File: src/design/srv_mul.sv
// Bit-serial signed by unsigned multiplier, one multiplier bit per cycle.
// Uses no package items.
`timescale 1ns / 1ps
module srv_mul #(
  parameter int ABits = 24,
  parameter int BBits = 16
) (
  input  logic                    clk_i,
  input  logic                    rst_ni,
  input  logic                    start_i,
  input  logic signed [ABits-1:0] a_i,
  input  logic        [BBits-1:0] b_i,
  output logic                    done_o,
  output logic signed [ABits+BBits:0] p_o
);
  localparam int CntBits = $clog2(BBits + 1);
  logic signed [ABits+BBits:0] acc_q, acc_d;
  logic signed [ABits+BBits:0] a_q, a_d;
  logic [BBits-1:0] b_q, b_d;
  logic [CntBits-1:0] cnt_q, cnt_d;
  logic busy_q, busy_d, done_q, done_d;

  // shift and add one bit of b each cycle
  always_comb begin
    acc_d = acc_q; a_d = a_q; b_d = b_q; cnt_d = cnt_q; busy_d = busy_q; done_d = 1'b0;
    if (start_i) begin
      acc_d = '0;
      a_d = (ABits+BBits+1)'(a_i);
      b_d = b_i;
      cnt_d = CntBits'(BBits);
      busy_d = 1'b1;
    end else if (busy_q) begin
      if (b_q[0]) acc_d = acc_q + a_q;
      a_d = a_q <<< 1;
      b_d = b_q >> 1;
      cnt_d = cnt_q - 1'b1;
      if (cnt_q == CntBits'(1)) begin
        busy_d = 1'b0;
        done_d = 1'b1;
      end
    end
  end

  always_ff @(posedge clk_i or negedge rst_ni) begin
    if (!rst_ni) begin
      busy_q <= 1'b0;
      done_q <= 1'b0;
      cnt_q <= '0;
    end else begin
      busy_q <= busy_d;
      done_q <= done_d;
      cnt_q <= cnt_d;
    end
  end

  always_ff @(posedge clk_i) begin
    acc_q <= acc_d;
    a_q <= a_d;
    b_q <= b_d;
  end

  assign done_o = done_q;
  assign p_o = acc_q;
endmodule

File: config.mk
export PLATFORM = sky130hd
export DESIGN_NAME = srv_mul
export DESIGN_NICKNAME = d
export VERILOG_FILES = /design/src/design/srv_mul.sv
export SDC_FILE = /design/constraint.sdc
export NUM_CORES = 1
export LEC_CHECK = 0
export BUFFER_PORTS_ARGS = -buffer_cell sky130_fd_sc_hd__buf_2
export CAP_MARGIN = 25
export CORE_MARGIN = 2
export CORE_UTILIZATION = 40
export DETAILED_ROUTE_END_ITERATION = 10
export PLACE_DENSITY = 0.69
export RECOVER_POWER = 50
export SLEW_MARGIN = 20
export SYNTH_ARGS = -nofsm -noshare
export SYNTH_HDL_FRONTEND = slang
export SYNTH_SLANG_ARGS = --single-unit
File: constraint.sdc
create_clock -name clk_i -period 3.7 [get_ports clk_i]
set_input_delay 0.185 -clock clk_i [delete_from_list [all_inputs] [get_ports clk_i]]
set_output_delay 0.185 -clock clk_i [all_outputs]
set_load 0.01 [all_outputs]
==> qor.log <==
qor: run_status.run_status finished, violations left
qor: run_status.violations capacitance limit, slew limit
qor: place.hpwlAfterDp 10900 um
qor: grt.grt_antenna_before_repair 0
qor: run.cap_viol_max_count 1
qor: detailed_routing.drc 0
qor: power_and_ir_drop.switching_share 0.396
qor: yosys.synth.net_count 769
qor: power_and_ir_drop.overall_power_of_the_completed_layout 4.92 mW
qor: detailed_routing.postRouteAntennaNets 0
qor: yosys.synth-edff-count 57
qor: hold_path.holdPathEnd b_q[15]
qor: critical_path.crit_path_cell_trace ha_1 > fa_1 > a211oi_1 > o211ai_2 > nand4_2 > a2111oi_4 > o2111a_1 > o31ai_1 > nor3b_2 > mux2_4
qor: floorplan.start_util 0.409
qor: yosys.synth-seq-area-share 0.418
qor: yosys.synth_area_leaders edfxtp_1 (26%), dfxtp_1 (13%), ha_1 (8.1%), mux2_2 (6.4%), a21oi_1 (5.8%)
qor: grt.grt_first_pass_wirelength 25300 um
qor: yosys.yosys_reg_bits 105
qor: critical_path.worst_r2r_startpoint a_q[0]
qor: clock_network.insertion_delay 0.36 ns
qor: final_layout.diodes 0
qor: critical_path.timing.critical_path.slowest_cell_delay 0.42 ns
qor: power_and_ir_drop.p_sw 1.95 mW
qor: power_and_ir_drop.intPower 2.97 mW
qor: yosys.synth-warning-count 0
qor: yosys.netlist.top_cell.by_area edfxtp_1
qor: critical_path.cp_max_delay_cell fa_1
qor: hold_path.hold_path_depth 2
qor: timing.fin_skew 0.0123 ns
qor: yosys.synth_cell_types 70
qor: detailed_routing.dr.max_layer_used met4
qor: clock_network.clock-sinks 105
qor: timing.timing_worst_slew_pin_value 1.55 ns
qor: final_layout.final_net_count 839
qor: yosys.ys_top_cells_by_count nand2_1 (89), a21oi_1 (75), edfxtp_1 (57)
qor: power_and_ir_drop.clock_power_share 0.211
qor: floorplan.core_area 15800 sq um
qor: power_and_ir_drop.power_density 672 nW/um^2
qor: floorplan.floorplan.die.width 131 um
qor: floorplan.top_level_ports 85
qor: detailed_routing.detail_route.vias_per_cell 5.36
qor: yosys.synthMostInstantiatedCell nand2_1
qor: grt.grt_pass1_vias 5076
qor: detailed_routing.detail_route.iter0.violations 338
qor: timing.max_freq 0.330 GHz
qor: detailed_routing.firstDrtPassIters 4
qor: final_layout.final_instance_count_excl_fillers 974
qor: critical_path.setup.reg_to_reg.worst_slack 0.67 ns
qor: timing.setup_viol 0
qor: final_layout.fillerInstances 1558
qor: clock_network.clock_transition_at_the_registers_of_the_reported_paths 0.08 ns
qor: power_and_ir_drop.power.leakage 2.97 nW
qor: detailed_routing.detail_route.wirelength 15200 um
qor: clock_network.cts-root-to-sink-buffers 2
qor: hold_path.launch_point_of_the_worst_hold_path b_i[15]
qor: power_and_ir_drop.irDropWorstVdd 384 uV
qor: clock_network.post_cts_buffers 0
qor: clock_network.cts-resized-gates 0
qor: clock_network.cts_max_level 3
qor: timing.final_hold_violations 0
qor: place.dp_worst_setup_slack 0.691 ns
qor: clock_network.ctsHoldBuffers 1
qor: power_and_ir_drop.power.share.combinational 0.442
qor: critical_path.critPathCaptureType flip-flop
qor: floorplan.floorplan.die_area 17200 sq um
qor: final_layout.final_layout_size_suffix_gt1_frac 0.157
qor: place.post-place-cells 957
qor: timing.final_min_period_over_clock_period 0.819
qor: critical_path.startpoint_class_of_the_critical_path flip-flop
qor: floorplan.placement_rows 46
qor: detailed_routing.met2WireLength 7000 um
qor: timing.slew_viol_final 74
qor: clock_network.tritoncts_clock_tree done
qor: final_layout.area_delta_synth_final 13.1%
qor: yosys.post_synth.cell_area_avg 9.48 sq um
qor: detailed_routing.drt-wirelength-per-cell 15.6 um
qor: critical_path.critPathKind flip-flop to flip-flop
qor: detailed_routing.wl_met3 645 um
qor: clock_network.clock-root-buffer clkbuf_16
qor: grt.grt_use_total 0.178
qor: critical_path.arrival 3.28 ns
qor: critical_path.worst_ep_required_time 3.95 ns
qor: grt.grt.overflow.total 0
qor: yosys.synth-async-reset-ratio 0.0667
qor: place.io_buffer_count 84
qor: timing.grt_setup_unrepaired false
qor: clock_network.numCtsBuffers 9
qor: timing.setup_tns 0 ns
qor: hold_path.worst_hold_path_type primary input to flip-flop
qor: critical_path.crit_fanout 4
qor: detailed_routing.m1WireLength 7250 um
qor: critical_path.reg2regPathDepth 10
qor: yosys.netlist.area_leader.share 0.264
qor: place.routabilityCongestion 0.881
qor: yosys.syn-instance-count 683
qor: critical_path.critical_path.reg2reg.endpoint p_o[40]
qor: timing.setup_ws 0.668 ns
qor: timing.period_needed 3.03 ns
qor: floorplan.die_h 131 um
qor: yosys.syn-cell-area 6480 sq um
qor: detailed_routing.detailroute.via_count 5222
qor: power_and_ir_drop.pwr-share-seq 0.347
qor: timing.maxSlewHeadroom -0.0322
qor: yosys.yosys_most_used_dff edfxtp_1
qor: grt.grt_start_max_net_pins 74
[per-stage QoR]
step / area (sq um) / utilization / hold slack [ns]
2_1_floorplan: 6480 / - / -0.111
3_3_place_gp: 7060 / 0.446 / 0.0261
3_5_place_dp: 7060 / 0.446 / 0.0272
4_1_cts: 7380 / 0.467 / 0.0935
5_1_grt: 7320 / 0.463 / 0.0980
6_report: 7320 / 0.463 / 0.104
[metal layers]
metal,up-vias,GRT usage
li1,2642,-
met1,2458,0.243
met2,106,0.287
met3,16,0.0397
met4,0,0.0435
met5,-,0
[critical path: cells and delay by family, from the launching register on]
family | cells | cell delay, ns
fa+ha+maj | 2 | 0.66
simple gates | 2 | 0.43
compound gates | 5 | 1.10
flops | 1 | 0.40
mux | 1 | 0.32
[cells by family after synthesis]
| family | count (synthesis) | synth area share |
|---|---|---|
| xor gates and xnor gates | 26 | 0.0352 |
| DFF | 105 | 0.418 |
| AOI/OAI and AO/OA | 204 | 0.202 |
| buffers and inverters | 62 | 0.0415 |
| and+or+nand+nor | 203 | 0.150 |
| adders and majority gates | 43 | 0.0842 |
| muxes | 40 | 0.0697 |
[layout make-up]
cell class,count,area [sq um],area share
clock buffers,9,225,0.0307
clock inverters,7,93.8,0.0128
inverters,31,116,0.0159
multi-input cells,516,3500,0.478
flip-flops and latches,105,2710,0.370
well taps,216,270,0.0369
repair buffers,90,410,0.0560
[how the worst max path moves through the flow]
stage | slack (ns) | cells past startpoint | to | startpoint
after CTS | 0.65 | 10 | p_o[40] | a_q[0]
final | 0.67 | 10 | p_o[40] | a_q[0]
after global routing | 0.40 | 10 | p_o[40] | a_q[0]
after global placement | 0.75 | 10 | p_o[40] | a_q[0]
after detailed placement | 0.69 | 10 | p_o[40] | a_q[0]
after floorplan | 0.96 | 10 | p_o[40] | a_q[0]
[placed cells by master, fill, tap and decap left out, drive strengths merged, types with 7 or more instances in the layout]
cell    netlist  final
nand2        89     89
a21oi        76     76
o21ai        60     60
edfxtp       57     57
clkbuf       22     54
buf           9     44
ha           42     42
dfxtp        41     41
mux2         38     38
nor2         32     32
inv          31     32
xnor2        18     18
nand3        16     16
a21o         13     13
nor3         12     12
nand4        12     12
a211oi       10     10
xor2          8      8
and2          8      8
o21a          8      8
o21bai        7      7
dfrtp         7      7
[sequential cells by signal (all words and copies together) (netlist names)]
signal and cells:
a_q 41, p_o 41, b_q 16, cnt_q 5
busy_q 1, done_o 1
[power groups by stage]
stage / sequential (mW) / combinational, mW / clock, mW
finish: 1.71 / 2.18 / 1.04
global route: 1.75 / 2.45 / 1.12
CTS: 1.71 / 2.21 / 1.07
detailed placement: 1.73 / 2.19 / 0
global placement: 1.72 / 2.17 / 0
floorplan: 1.74 / 1.65 / 0
No activity file was read; power rests on OpenSTA's default activity.
